[src/hw/rtl/bcc_pkg.sv]
// shared types and constants of the button click classifier
package bcc_pkg;

    typedef enum logic [1:0] {
        PH_IDLE = 2'd0,
        PH_PDEB = 2'd1,
        PH_HELD = 2'd2,
        PH_RDEB = 2'd3
    } t_phase;

    typedef logic [2:0] t_event;
    typedef logic [2:0] t_clicks;
    typedef logic [15:0] t_cfg_val;
    typedef logic [1:0] t_cfg_idx;

    localparam t_event EV_NONE = 3'd0;
    localparam t_event EV_LONG = 3'd4;

    localparam t_clicks CLICKS_MAX    = 3'd4;
    localparam t_clicks CLICKS_REPORT = 3'd3;

    localparam t_cfg_idx REG_DEBOUNCE = 2'd0;
    localparam t_cfg_idx REG_LONG     = 2'd1;
    localparam t_cfg_idx REG_GAP      = 2'd2;

    localparam t_cfg_val DEBOUNCE_RST = 16'd20;
    localparam t_cfg_val LONG_RST     = 16'd1000;
    localparam t_cfg_val GAP_RST      = 16'd300;

endpackage

[src/hw/rtl/bcc_intf.sv]
// handshake channel interfaces: sample input, event output, register write
interface bcc_in_if;
    logic        valid;
    logic        ready;
    logic        key_level;
    logic [31:0] now_ms;
    modport source (output valid, output key_level, output now_ms, input ready);
    modport sink   (input valid, input key_level, input now_ms, output ready);
endinterface

interface bcc_out_if;
    logic       valid;
    logic       ready;
    logic [2:0] key_event;
    logic       is_pressed;
    modport source (output valid, output key_event, output is_pressed, input ready);
    modport sink   (input valid, input key_event, input is_pressed, output ready);
endinterface

interface bcc_cfg_if;
    logic        valid;
    logic        ready;
    logic [1:0]  index;
    logic [15:0] data;
    modport source (output valid, output index, output data, input ready);
    modport sink   (input valid, input index, input data, output ready);
endinterface

[src/hw/rtl/button_click_classifier_core.sv]
// top level: debounced multi-click and long-press classifier
//
// Channels: i_in carries one scan sample per word (key_level, now_ms);
// o_out carries one word per sample (key_event, is_pressed); i_cfg writes
// register index 0 debounce_ms, 1 long_press_ms, 2 click_gap_ms (index 3
// is ignored). i_cfg.ready is always high.
// Timing: an accepted sample is held in the input register while the state
// machine and timer compares evaluate it, and the result word is loaded into
// the output register, which drives o_out.valid.
// Throughput: one sample per cycle while o_out is taken, set by the state
// update (one TIME_BITS subtract and three compares against 16-bit thresholds).
// Stall: while o_out holds an untaken word the pending sample waits in the
// input register and i_in.ready drops; nothing is lost or repeated.
// Reset: i_rst_n low clears both pipeline valids, the phase to idle, the
// timestamp mark, pressed and long-press flags and the click count, and
// restores the registers to 20, 1000 and 300 ms.
// Only the low TIME_BITS bits of now_ms are used; elapsed time wraps.
module button_click_classifier_core
    import bcc_pkg::*;
#(
    parameter int TIME_BITS = 32
) (
    input  logic         i_clk,
    input  logic         i_rst_n,
    bcc_in_if.sink       i_in,
    bcc_out_if.source    o_out,
    bcc_cfg_if.sink      i_cfg
);

    // configuration
    t_cfg_val r_debounce, r_long, r_gap;

    // input register
    logic                 r_in_valid;
    logic                 r_level;
    logic [TIME_BITS-1:0] r_now;

    // classifier state
    t_phase               r_phase, n_phase;
    logic [TIME_BITS-1:0] r_mark, n_mark;
    logic                 r_held, n_held;
    logic                 r_long_done, n_long_done;
    t_clicks              r_clicks, n_clicks;

    // output register
    logic   r_out_valid;
    t_event r_event, n_event;
    logic   r_pressed;

    logic                 out_free, fire, mark_upd;
    logic [TIME_BITS-1:0] elapsed, gap_elapsed;
    logic                 deb_done, long_due, gap_due;
    t_clicks              clicks_mid;

    assign out_free    = !r_out_valid || o_out.ready;
    assign fire        = r_in_valid && out_free;
    assign i_in.ready  = !r_in_valid || out_free;
    assign i_cfg.ready = 1'b1;

    assign o_out.valid      = r_out_valid;
    assign o_out.key_event  = r_event;
    assign o_out.is_pressed = r_pressed;

    assign elapsed  = r_now - r_mark;
    assign deb_done = elapsed >= TIME_BITS'(r_debounce);
    assign long_due = elapsed >= TIME_BITS'(r_long);

    // next phase
    always_comb begin
        n_phase = r_phase;
        unique case (r_phase)
            PH_IDLE: begin
                if (r_level) n_phase = PH_PDEB;
            end
            PH_PDEB: begin
                if (deb_done) n_phase = r_level ? PH_HELD : PH_IDLE;
            end
            PH_HELD: begin
                if (!r_level) n_phase = PH_RDEB;
            end
            PH_RDEB: begin
                if (deb_done) n_phase = r_level ? PH_HELD : PH_IDLE;
            end
            default: n_phase = PH_IDLE;
        endcase
    end

    // timestamp mark, flags, click count and event
    always_comb begin
        n_mark      = r_mark;
        n_held      = r_held;
        n_long_done = r_long_done;
        clicks_mid  = r_clicks;
        mark_upd    = 1'b0;
        n_event     = EV_NONE;
        unique case (r_phase)
            PH_IDLE: begin
                if (r_level) mark_upd = 1'b1;
            end
            PH_PDEB: begin
                if (deb_done && r_level) begin
                    mark_upd    = 1'b1;
                    n_held      = 1'b1;
                    n_long_done = 1'b0;
                end
            end
            PH_HELD: begin
                if (!r_level) begin
                    mark_upd = 1'b1;
                end else if (long_due && !r_long_done) begin
                    n_long_done = 1'b1;
                    n_event     = EV_LONG;
                    clicks_mid  = '0;
                end
            end
            PH_RDEB: begin
                if (deb_done && !r_level) begin
                    n_held = 1'b0;
                    // a release after a long press is not a click
                    if (!r_long_done) begin
                        if (r_clicks < CLICKS_MAX) clicks_mid = r_clicks + 3'd1;
                        mark_upd = 1'b1;
                    end
                end
            end
            default: ;
        endcase
        if (mark_upd) n_mark = r_now;

        // gap measured from the updated mark
        gap_elapsed = mark_upd ? '0 : elapsed;
        gap_due     = !n_held && (clicks_mid != '0) && (gap_elapsed > TIME_BITS'(r_gap));
        n_clicks    = clicks_mid;
        if (gap_due) begin
            if (clicks_mid <= CLICKS_REPORT) n_event = t_event'(clicks_mid);
            n_clicks = '0;
        end
    end

    // configuration registers
    always_ff @(posedge i_clk) begin
        if (!i_rst_n) begin
            r_debounce <= DEBOUNCE_RST;
            r_long     <= LONG_RST;
            r_gap      <= GAP_RST;
        end else if (i_cfg.valid) begin
            unique case (i_cfg.index)
                REG_DEBOUNCE: r_debounce <= i_cfg.data;
                REG_LONG:     r_long     <= i_cfg.data;
                REG_GAP:      r_gap      <= i_cfg.data;
                default: ;
            endcase
        end
    end

    // input register
    always_ff @(posedge i_clk) begin
        if (!i_rst_n) begin
            r_in_valid <= 1'b0;
        end else if (i_in.ready) begin
            r_in_valid <= i_in.valid;
        end
    end

    always_ff @(posedge i_clk) begin
        if (i_in.valid && i_in.ready) begin
            r_level <= i_in.key_level;
            r_now   <= i_in.now_ms[TIME_BITS-1:0];
        end
    end

    // state and output register
    always_ff @(posedge i_clk) begin
        if (!i_rst_n) begin
            r_phase     <= PH_IDLE;
            r_mark      <= '0;
            r_held      <= 1'b0;
            r_long_done <= 1'b0;
            r_clicks    <= '0;
            r_out_valid <= 1'b0;
        end else begin
            if (fire) begin
                r_phase     <= n_phase;
                r_mark      <= n_mark;
                r_held      <= n_held;
                r_long_done <= n_long_done;
                r_clicks    <= n_clicks;
            end
            r_out_valid <= fire || (r_out_valid && !o_out.ready);
        end
    end

    always_ff @(posedge i_clk) begin
        if (fire) begin
            r_event   <= n_event;
            r_pressed <= n_held;
        end
    end

endmodule

[src/flat_wrapper.sv]
// flat-port wrapper written by rule: the top's interface ports become plain ports
module button_click_classifier_core_flat import bcc_pkg::*;
#(
    parameter int TIME_BITS = 32
)
  (i_clk, i_rst_n, i_in_valid, i_in_key_level, i_in_now_ms, i_in_ready, o_out_valid, o_out_key_event, o_out_is_pressed, o_out_ready, i_cfg_valid, i_cfg_index, i_cfg_data, i_cfg_ready);
  bcc_in_if i_in_i ();
  bcc_out_if o_out_i ();
  bcc_cfg_if i_cfg_i ();
  input  logic i_clk;
  input  logic i_rst_n;
  input wire logic [$bits(i_in_i.valid)-1:0] i_in_valid;
  input wire logic [$bits(i_in_i.key_level)-1:0] i_in_key_level;
  input wire logic [$bits(i_in_i.now_ms)-1:0] i_in_now_ms;
  output wire logic [$bits(i_in_i.ready)-1:0] i_in_ready;
  output wire logic [$bits(o_out_i.valid)-1:0] o_out_valid;
  output wire logic [$bits(o_out_i.key_event)-1:0] o_out_key_event;
  output wire logic [$bits(o_out_i.is_pressed)-1:0] o_out_is_pressed;
  input wire logic [$bits(o_out_i.ready)-1:0] o_out_ready;
  input wire logic [$bits(i_cfg_i.valid)-1:0] i_cfg_valid;
  input wire logic [$bits(i_cfg_i.index)-1:0] i_cfg_index;
  input wire logic [$bits(i_cfg_i.data)-1:0] i_cfg_data;
  output wire logic [$bits(i_cfg_i.ready)-1:0] i_cfg_ready;
  assign i_in_i.valid = i_in_valid;
  assign i_in_i.key_level = i_in_key_level;
  assign i_in_i.now_ms = i_in_now_ms;
  assign i_in_ready = i_in_i.ready;
  assign o_out_valid = o_out_i.valid;
  assign o_out_key_event = o_out_i.key_event;
  assign o_out_is_pressed = o_out_i.is_pressed;
  assign o_out_i.ready = o_out_ready;
  assign i_cfg_i.valid = i_cfg_valid;
  assign i_cfg_i.index = i_cfg_index;
  assign i_cfg_i.data = i_cfg_data;
  assign i_cfg_ready = i_cfg_i.ready;
  button_click_classifier_core #(.TIME_BITS(TIME_BITS)) u_core (.i_clk(i_clk), .i_rst_n(i_rst_n), .i_in(i_in_i), .o_out(o_out_i), .i_cfg(i_cfg_i));
endmodule
[config.mk]
export PLATFORM = sky130hd
export DESIGN_NAME = button_click_classifier_core_flat
export DESIGN_NICKNAME = d
export VERILOG_FILES = /design/src/hw/rtl/bcc_pkg.sv /design/src/hw/rtl/bcc_intf.sv /design/src/hw/rtl/button_click_classifier_core.sv /design/src/flat_wrapper.sv
export SDC_FILE = /design/constraint.sdc
export NUM_CORES = 1
export LEC_CHECK = 0
export BUFFER_PORTS_ARGS = -buffer_cell sky130_fd_sc_hd__buf_2
export CAP_MARGIN = 5
export CORE_MARGIN = 5
export CORE_UTILIZATION = 45
export DETAILED_ROUTE_END_ITERATION = 16
export HOLD_SLACK_MARGIN = 0.06
export RECOVER_POWER = 50
export SLEW_MARGIN = 20
export SYNTH_ARGS = -nofsm -noshare
export SYNTH_HDL_FRONTEND = slang
export SYNTH_SLANG_ARGS = --single-unit
[constraint.sdc]
create_clock -name i_clk -period 14.5 [get_ports i_clk]
set_input_delay 2.9 -clock i_clk [delete_from_list [all_inputs] [get_ports i_clk]]
set_output_delay 2.9 -clock i_clk [all_outputs]
set_load 0.01 [all_outputs]
==> summary.txt, run 1 <==
GRT
  • Total grt overflow: 0
  • Initial antenna violation count: 0
  • Gr usage total: between 10% and 20%
  • First-pass GRT wire length: 30.77 mm
  • Vias in the first global route: 6247
  • Largest net degree at the start of global routing: 70

Synthesis
  • Post-synth EDFFs: 37
  • Synth warnings: 0
  • Synth area leaders: dfxtp_1 22%, edfxtp_1 14%, ha_1 12%
  • Predominant post-synthesis flop cell: dfxtp_1
  • Post-Syn Nets: roughly 1100
  • Gate Count Post-Synth: 961
  • Seq/Total Area, Yosys: between 30 and 40%
  • Syn avg cell area: 8.518 sq um
  • Synth cell types: 76
  • Seq cells post-synth: between 100 and 150
  • Area of the mapped netlist: 8185 sq um
  • Synth async-reset ratio: 0%
  • Yosys top cell by area: dfxtp_1
  • Top-area cell type share of the netlist area: a little over a fifth

Floorplanning
  • IO Count: 63
  • Core area: 17960 sq um
  • Initial Util: 45.57%
  • Die area: 20990 sq um
  • Die Ht: 144.9 microns
  • DIE WIDTH: 144.9 microns
  • Rows: a little under 50

Clocking
  • TritonCTS sink count: approximately 130
  • Clock Tree Buf Depth: 2
  • CTS H-tree depth: 4
  • PostCTS Resize Cnt: 0
  • Clock latency on the worst-skew pair: 0.42 ns
  • Clock root buffer master: clkbuf_16
  • CTS Hold Bufs: 0
  • Total CTS buffers: 17
  • Reg clk slew, reported paths: around 0.06 ns
  • CTS tree: yes
  • # Post-CTS Setup Buffers: 0

Worst setup path
  • Worst setup EP type: register
  • Crit Path Max Fanout: 69
  • R2R depth: 27
  • Crit path DAT: 6.74 ns
  • CP Data Required Time: 14.65 ns
  • Critical path startpoint category: input pin
  • Crit path kind: in -> reg

STA
  • Fin crit period: 6.590 ns
  • Worst-Margin Slew: 2.779 ns
  • Period Utilization, post-route: 45.45%
  • Hold slack: 0.4569 ns
  • FMAX: 0.1517 GHz
  • Number of hold violations in the final report: 0
  • Post-route setup TNS: 0 ns
  • RSZ-0062 raised after global routing: no
  • Final Skew: between 0.008 and 0.009 ns
  • Setup violations, final: 0
  • Relative slew slack: -85.28%
  • Slew Limit Fails: 159

Layout
  • Final Util: 51.05%
  • Commonest non-fill, non-tap cells in the layout: 192 x nand2_1, 89 x dfxtp_1, 82 x inv_1, 80 x ha_1, 55 x buf_2
  • Antenna cells: 0
  • Multi-input logic area: 4821 sq um
  • Fillers: 1738
  • Most common cell after layout, fill and taps aside: nand2_1
  • Reg area: around 2900 sq um
  • Nets: approximately 1100
  • Area Overhead vs Synth: 12.03%
  • Layout cell share with drive strength beyond 1: 10.61%
  • Final Instance Area: 9170 sq um

Routing
  • DRC: 0
  • Initial DRT Pass Iterations: 7
  • Post-Route WL: 18.64 mm
  • Vias/cell: about 5.3
  • Antenna Nets Post-Route: 0
  • WL/cell: approximately 15 microns
  • 1st-iter DRT viols: 416
  • Via Count: 6606

Pwr
  • Power Dens Cells: 107.8 nW/um^2
  • Max VDD drop: between 80 and 90 uV
  • Leakage: 0.003630 uW

Run
  • Max Cap Violations: 3

Placement
  • Routability cong.: about 0.9
  • Post-DP HPWL: ~14 mm
  • Area of placed instances: 8650 sq um
  • IO Port Bufs: 61

Run status
  • Failing checks: capacitance limit, slew limit
  • Outcome: complete, but fails checks

Worst hold path
  • Hold Path Class: reg -> reg
  • Hold Path Depth: 2
-- registers in the layout, indices dropped and copies added, names as in the netlist, 3 cells and up, named ones only --
| name | cells |
|---|---|
| u_core.o_out.key_event | 3 |
| u_core.r_long | 16 |
| u_core.r_now | 32 |
| u_core.r_debounce | 16 |
| u_core.r_mark | 32 |
| u_core.r_gap | 16 |
| u_core.r_clicks | 3 |
-- cells by family after synthesis --
group | after synthesis | share of synthesized area [%]
muxes | 38 | 4.815
buffers and inverters | 123 | 5.916
adders and majority gates | 81 | 12.47
DFF | 126 | 35.34
xor gates and xnor gates | 20 | 2.140
AOI/OAI and AO/OA | 231 | 19.72
and+or+nand+nor | 341 | 19.55
other | 1 | 0.04581
-- critical path: stages --
cell	delay, ns
clkbuf_1	1.48
clkbuf_1	2.05
o211ai_1	0.25
-- where the power goes --
group          switching [uW]  internal [uW]
Sequential               7.95            379
Combinational             119           83.7
Clock                     156            243
Total                     283            705
-- routing by layer --
layer | GRT usage [%] | up-vias | wire (microns)
li1 | - | 3466 | -
met1 | 26.75 | 2983 | 9691
met2 | 27.57 | 133 | 7889
met3 | 3.352 | 24 | 733
met4 | 6.136 | 0 | 325
met5 | 0 | - | 0
-- stage by stage --
step | worst slack [ns] | cells | power [uW]
global placement | 8.049 | 1215 | 594.6
global route | 7.338 | 1247 | 1045
detailed placement | 7.945 | 1215 | 595.6
CTS | 7.909 | 1247 | 999.0
floorplan | 8.402 | 961 | 542.6
finish | 7.910 | 1247 | 988.2
-- synthesized netlist by cell type (9+ instances only) --
library cell,n
edfxtp_1,37
dfxtp_1,89
nor2_1,32
mux2i_1,36
nand3_1,12
o21ai_0,32
and3_1,9
nand4_1,18
a211oi_1,11
o211ai_1,20
xor2_1,14
nand2_1,192
inv_1,82
ha_1,80
a21boi_0,39
nor2b_1,28
a21o_1,23
a21oi_1,49
clkbuf_1,29
-- layout make-up --
cell class	count	area share, %
sequential	126	31.55
clock inverter	8	0.7232
timing repair buffer	65	3.493
multi-input combinational	712	52.57
clock buffer	24	5.144
tap	229	3.125
inverter	83	3.397
-- worst paths after layout --
kind	from	endpoint	slack (ns)
min reg2reg	u_core.r_mark[24]$_SDFFE_PN0P_	u_core.r_mark[24]$_SDFFE_PN0P_	0.46
max	i_rst_n	u_core.r_debounce[4]$_SDFFE_PN1P_	7.91
min	u_core.r_mark[24]$_SDFFE_PN0P_	u_core.r_mark[24]$_SDFFE_PN0P_	0.46
max reg2reg	u_core.r_now[0]$_DFFE_PP_	u_core.o_out.key_event[1]$_SDFFCE_PN0P_	8.01
(Power assumes the default switching activity.)
==> run 2, diff against run 1 <==
- PLACE_DENSITY: default -> 0.65
- clock period: 14.5 -> 5.4 ns (I/O delays scaled with it)
==> run 2 against run 1 <==
  * The run ends with capacitance limit, slew limit, setup timing left
  * Flip-flop and latch count did not move
  * Cell count up 8.7%
  * Critical endpoint is now u_core.o_out.key_event[1]$_SDFFCE_PN0P_
  * First-iteration DRC count increased by 21%
  * Combinational power rose to 3.4 times the previous value
==> summary.txt, run 2 (same netlist as run 1, synthesis figures left out) <==
Worst setup path
  • Crit Path Max Fanout: 4
  • Crit path DAT: about 5.9 ns
  • Slowest stage delay, CP: 0.53 ns
  • CP Data Required Time: 5.57 ns
  • Most frequent cell on the critical path: o21a_1
  • Worst setup EP type: register
  • Buf/Inv on CP: 3
  • Critical path startpoint category: register
  • Crit path kind: reg -> reg
  • Slowest cell on the critical path: or4_4
  • Reg2Reg Setup Slack: -0.36 ns
  • CP top delay family: compound AO/OA/AOI/OAI gates

STA
  • Final Skew: 0.009015 ns
  • Worst-Margin Slew: 4.689 ns
  • Relative slew slack: -212.6%
  • Fin crit period: roughly 5.8 ns
  • FMAX: ~0.17 GHz
  • Period Utilization, post-route: 106.6%
  • Setup violations, final: 5
  • RSZ-0062 raised after global routing: yes
  • Final critical-path setup slack: -0.3587 ns
  • Slew Limit Fails: 157
  • Number of hold violations in the final report: 0

Clocking
  • Reg clk slew, reported paths: ~0.060 ns
  • Clock root buffer master: clkbuf_16
  • CTS H-tree depth: 4
  • Clock Tree Buf Depth: 2
  • TritonCTS sink count: 126
  • Clock latency on the worst-skew pair: 0.43 ns
  • Total CTS buffers: 17
  • CTS tree: yes
  • CTS Hold Bufs: 0

Layout
  • Layout cell share with drive strength beyond 1: between 20% and 30%
  • Final Instance Area: 10230 sq um
  • Antenna cells: 0
  • Most common cell after layout, fill and taps aside: nand2_1
  • Area Overhead vs Synth: 24.99%
  • Fillers: 1639
  • Final Util: 56.95%
  • Commonest non-fill, non-tap cells in the layout: 192 x nand2_1, 112 x buf_4, 89 x dfxtp_1, 81 x inv_1, 79 x ha_1
  • Biggest regs: u_core.r_mark x32, u_core.r_now x32
  • Nets: 1251

GRT
  • Largest net degree at the start of global routing: 123
  • Total grt overflow: 0
  • Vias in the first global route: approximately 6800
  • First-pass GRT wire length: 32.38 mm
  • Initial antenna violation count: 0
  • Gr usage total: 19.12%

Floorplanning
  • Initial Util: between 40% and 50%
  • IO Count: 63
  • Rows: between 40 and 50
  • Die area: around 21000 sq um
  • DIE WIDTH: 144.9 microns
  • Die Ht: 144.9 microns
  • Core area: 17960 sq um

Pwr
  • Leakage: 0.004246 uW
  • Power Dens Cells: roughly 290 nW/um^2
  • Max VDD drop: 232.9 uV

Placement
  • IO Port Bufs: 61
  • Area of placed instances: 9498 sq um
  • Routability cong.: 0.8748
  • Post-DP HPWL: 14.39 mm

Routing
  • WL/cell: 14.27 microns
  • 1st-iter DRT viols: just over 500
  • DRC: 0
  • Antenna Nets Post-Route: 0
  • Initial DRT Pass Iterations: 5
  • Vias/cell: 5.261
  • Post-Route WL: 19.35 mm
  • Via Count: 7134

Worst hold path
  • Hold Path Class: reg -> reg

Run status
  • Failing checks: capacitance limit, slew limit, setup timing
  • Outcome: complete, but fails checks

Run
  • Max Cap Violations: 2
-- run 2: through the flow --
step / std cells / hold WS, ns / total power [uW] / setup TNS (ns) / worst slack, ns
detailed placement: 1323 / 0.4497 / 1720 / -2.176 / -0.5201
CTS: 1356 / 0.4591 / 2982 / -1.626 / -0.4062
global route: 1356 / 0.4761 / 3132 / -2.944 / -0.7047
floorplan: 961 / 0.4347 / 1462 / -0.1255 / -0.06703
global placement: 1323 / 0.4424 / 1707 / -1.675 / -0.4230
finish: 1356 / 0.4548 / 2975 / -1.213 / -0.3587
-- run 2: worst register-to-register path, delay by kind of cell (launching register included) --
kind	cells	cell delay, ns
AOI/OAI and AO/OA	12	2.07
adders and majority gates	3	0.79
buffers and inverters	3	0.27
DFF	1	0.39
and+or+nand+nor	10	1.97
-- run 2: repair_timing --
item,in CTS,in global routing
endpoints found under the setup margin,5,5
buffers inserted,1,0
gates resized for setup,4,12
pin swaps,1,9
-- run 2: final timing paths --
path | from | to | cells after the start
setup / recovery | u_core.r_now[0]$_DFFE_PP_ | u_core.o_out.key_event[1]$_SDFFCE_PN0P_ | 28
hold / removal | u_core.r_mark[14]$_SDFFE_PN0P_ | u_core.r_mark[14]$_SDFFE_PN0P_ | 2
setup reg to reg | u_core.r_now[0]$_DFFE_PP_ | u_core.o_out.key_event[1]$_SDFFCE_PN0P_ | 28
hold reg to reg | u_core.r_mark[14]$_SDFFE_PN0P_ | u_core.r_mark[14]$_SDFFE_PN0P_ | 2
-- run 2: layer usage --
| layer | share of wire (%) | track usage, % | vias up |
|---|---|---|---|
| met5 | 0 | 0 | - |
| met4 | 1.5 | 5.940 | 0 |
| met3 | 3.9 | 3.089 | 23 |
| met2 | 46 | 31.29 | 126 |
| met1 | 48 | 25.97 | 3303 |
| li1 | - | - | 3682 |
-- run 2: cell type report --
| type | instances | area [sq um] | share of cell area, % |
|---|---|---|---|
| repair buffers | 174 | 1147 | 11.21 |
| inverters | 83 | 311.5 | 3.045 |
| clock buffers | 22 | 539.3 | 5.271 |
| clock inverters | 10 | 116.4 | 1.137 |
| well taps | 229 | 286.5 | 2.801 |
| flip-flops and latches | 126 | 2893 | 28.27 |
| multi-input cells | 712 | 4937 | 48.26 |
-- run 2: power by group --
group | switching, uW | internal, uW
Sequential | 21.1 | 1020
Clock | 443 | 804
Combinational | 359 | 331
==> run 3, diff against run 2 <==
- RECOVER_POWER: 50 -> default
- SLEW_MARGIN: 20 -> 30
==> run 3 against run 2 <==
  * The run ends with setup timing left
  * Wire length shrank 1.3%
  * Flip-flop and latch count is the same
  * Die area is the same
  * Clock-buffer cell count shrank 1
  * Maximum frequency shrank 0.76%
  * Sequential share of layout area grew 0.17 points
  * Clock skew shrank 0.0015 ns
  * First-iteration DRC count shrank 15%
  * Design area shrank 0.61%
  * Via count shrank 1.4%
  * Global-route usage shrank 0.22 points
  * Cell count grew 0.22%
  * Largest power group unchanged
==> summary.txt, run 3 (same netlist as run 1, synthesis figures left out) <==
Routing
  • Initial DRT Pass Iterations: 5
  • Vias/cell: ~5.2
  • Post-Route WL: 19.10 mm
  • Via Count: 7034
  • 1st-iter DRT viols: 426
  • WL/cell: 14.05 microns
  • Antenna Nets Post-Route: 0
  • DRC: 0

Worst hold path
  • Hold Path Class: reg -> reg
  • Min-delay src: u_core.r_mark[14]$_SDFFE_PN0P_
  • Hold EP: u_core.r_mark[14]$_SDFFE_PN0P_
  • Hold Path Depth: 2

Layout
  • Nets: 1254
  • Antenna cells: 0
  • Area Overhead vs Synth: 24.23%
  • Layout cell share with drive strength beyond 1: 22.12%
  • Commonest non-fill, non-tap cells in the layout: 192 x nand2_1, 116 x buf_4, 89 x dfxtp_1, 81 x inv_1, 79 x ha_1
  • Most common cell after layout, fill and taps aside: nand2_1
  • Final Instance Area: 10170 sq um
  • Biggest regs: u_core.r_mark x32, u_core.r_now x32

Clocking
  • Clock root buffer master: clkbuf_16
  • Clock Tree Buf Depth: 2
  • CTS tree: yes
  • TritonCTS sink count: between 100 and 150
  • Reg clk slew, reported paths: 0.06 ns
  • Clock latency on the worst-skew pair: 0.42 ns
  • Total CTS buffers: 17
  • CTS H-tree depth: 4
  • CTS Hold Bufs: 0

Worst setup path
  • R2R depth: 29
  • Critical path startpoint category: register
  • Crit path kind: reg -> reg
  • Slowest cell on the critical path: or4_4
  • Worst setup EP type: register
  • R2r endpoint: u_core.o_out.key_event[1]$_SDFFCE_PN0P_
  • Crit path DAT: 5.97 ns
  • CP Data Required Time: 5.57 ns
  • Slowest stage delay, CP: 0.46 ns
  • Reg2Reg Setup Slack: -0.40 ns
  • Crit Path Max Fanout: 4
  • RR Startpoint: u_core.r_now[0]$_DFFE_PP_
  • Most frequent cell on the critical path: o21a_1
  • Worst Setup SP: u_core.r_now[0]$_DFFE_PP_

Pwr
  • Combinational share of power: 24.2%
  • Power Dens Cells: 276.6 nW/um^2
  • Clock share of power: 38.9%
  • Sw Ratio: 28.11%
  • Power Internal: 2022 uW
  • Leakage: between 0.004 and 0.005 uW
  • Tot Pwr: 2813 uW
  • Register share of total power: between 30% and 40%
  • Max VDD drop: 230.6 uV
  • Net Switching: 790.8 uW

STA
  • Number of hold violations in the final report: 0
  • Fin crit period: 5.803 ns
  • Worst-Margin Slew: 0.8927 ns
  • RSZ-0062 raised after global routing: yes
  • FMAX: around 0.17 GHz
  • Final Skew: 0.007558 ns
  • Period Utilization, post-route: 107.5%
  • Post-route setup TNS: -1.396 ns
  • Setup violations, final: 5
  • Relative slew slack: approximately two fifths
  • Slew Limit Fails: 0
  • Final critical-path setup slack: -0.4025 ns

Placement
  • Post-DP HPWL: about 14 mm
  • Area of placed instances: roughly 9500 sq um
  • Routability cong.: 0.8748
  • Pre-CTS setup slack: -0.5037 ns
  • IO Port Bufs: 61

Floorplanning
  • DIE WIDTH: around 140 microns
  • Die area: 20990 sq um
  • Core area: 17960 sq um
  • Initial Util: 45.57%
  • IO Count: 63
  • Die Ht: 144.9 microns
  • Rows: slightly below 50

GRT
  • First-pass GRT wire length: 32.22 mm
  • Gr usage total: 18.89%
  • Vias in the first global route: roughly 7000
  • Largest net degree at the start of global routing: 123
  • Initial antenna violation count: 0
  • Total grt overflow: 0

Run status
  • Failing checks: setup timing
  • Outcome: complete, but fails checks

Run
  • Max Cap Violations: 0
run 3: changes by cell type in the layout (fill, tap and decap cells not counted), moves of 2 or more:
| cell | delta |
|---|---|
| clkbuf_16 | -3 |
| clkbuf_1 | -2 |
| buf_4 | +4 |
| clkinv_2 | +5 |
run 3: power by group through the flow:
stage          clock network (uW)  logic, uW  registers, uW
2_1_floorplan                   0        410           1050
4_1_cts                      1110        676           1040
3_5_place_dp                    0        662           1060
5_1_grt                      1160        765           1040
6_report                     1090        681           1040
3_3_place_gp                    0        651           1060
run 3: per-layer routing:
metal | GRT usage [%] | part of all wire [%]
met1 | 26.17 | 50
met4 | 5.940 | 1.3
met2 | 30.49 | 46
met5 | 0 | 0
met3 | 2.793 | 3.5
run 3: what timing repair did:
item / 4_1_cts / 5_1_grt
resized for setup: 4 / 10
setup buffers: 3 / 1
gates cloned: 0 / 0
pin swaps: 0 / 10
endpoints found under the setup margin: 5 / 5
run 3: area by class of cell:
type,count,area (sq um)
multi-input combinational,712,4927
fill,1625,7795
clock buffer,21,481.7
clock inverter,11,86.33
timing repair buffer,177,1182
tap,229,286.5
inverter,83,311.5
sequential,126,2893
run 3: worst max path at each step:
| stage | cells after the start | end | slack, ns |
|---|---|---|---|
| 6_report | 29 | u_core.o_out.key_event[1]$_SDFFCE_PN0P_ | -0.40 |
| 5_1_grt | 29 | u_core.o_out.key_event[1]$_SDFFCE_PN0P_ | -0.73 |
| 4_1_cts | 29 | u_core.o_out.key_event[1]$_SDFFCE_PN0P_ | -0.43 |
| 3_5_place_dp | 25 | u_core.o_out.key_event[1]$_SDFFCE_PN0P_ | -0.50 |
| 3_3_place_gp | 29 | u_core.o_out.key_event[1]$_SDFFCE_PN0P_ | -0.42 |
| 2_1_floorplan | 30 | u_core.o_out.key_event[1]$_SDFFCE_PN0P_ | -0.07 |
run 3: worst max-delay path: cells and delay by family (launching register included):
| family | cells | cell delay (ns) |
|---|---|---|
| AO/OA/AOI/OAI | 15 | 2.56 |
| AND/OR/NAND/NOR | 7 | 1.27 |
| adder cells (fa/ha/maj) | 4 | 1.06 |
| flip-flops | 1 | 0.38 |
| XOR/XNOR | 1 | 0.14 |
| buffers and inverters | 2 | 0.11 |
run 3: stage by stage:
stage / hold WS [ns] / instances / util, %
2_1_floorplan: 0.4347 / 961 / -
5_1_grt: 0.4682 / 1359 / 56.61
4_1_cts: 0.4580 / 1358 / 56.31
3_3_place_gp: 0.4424 / 1323 / 52.87
3_5_place_dp: 0.4461 / 1323 / 52.89
6_report: 0.4548 / 1359 / 56.61
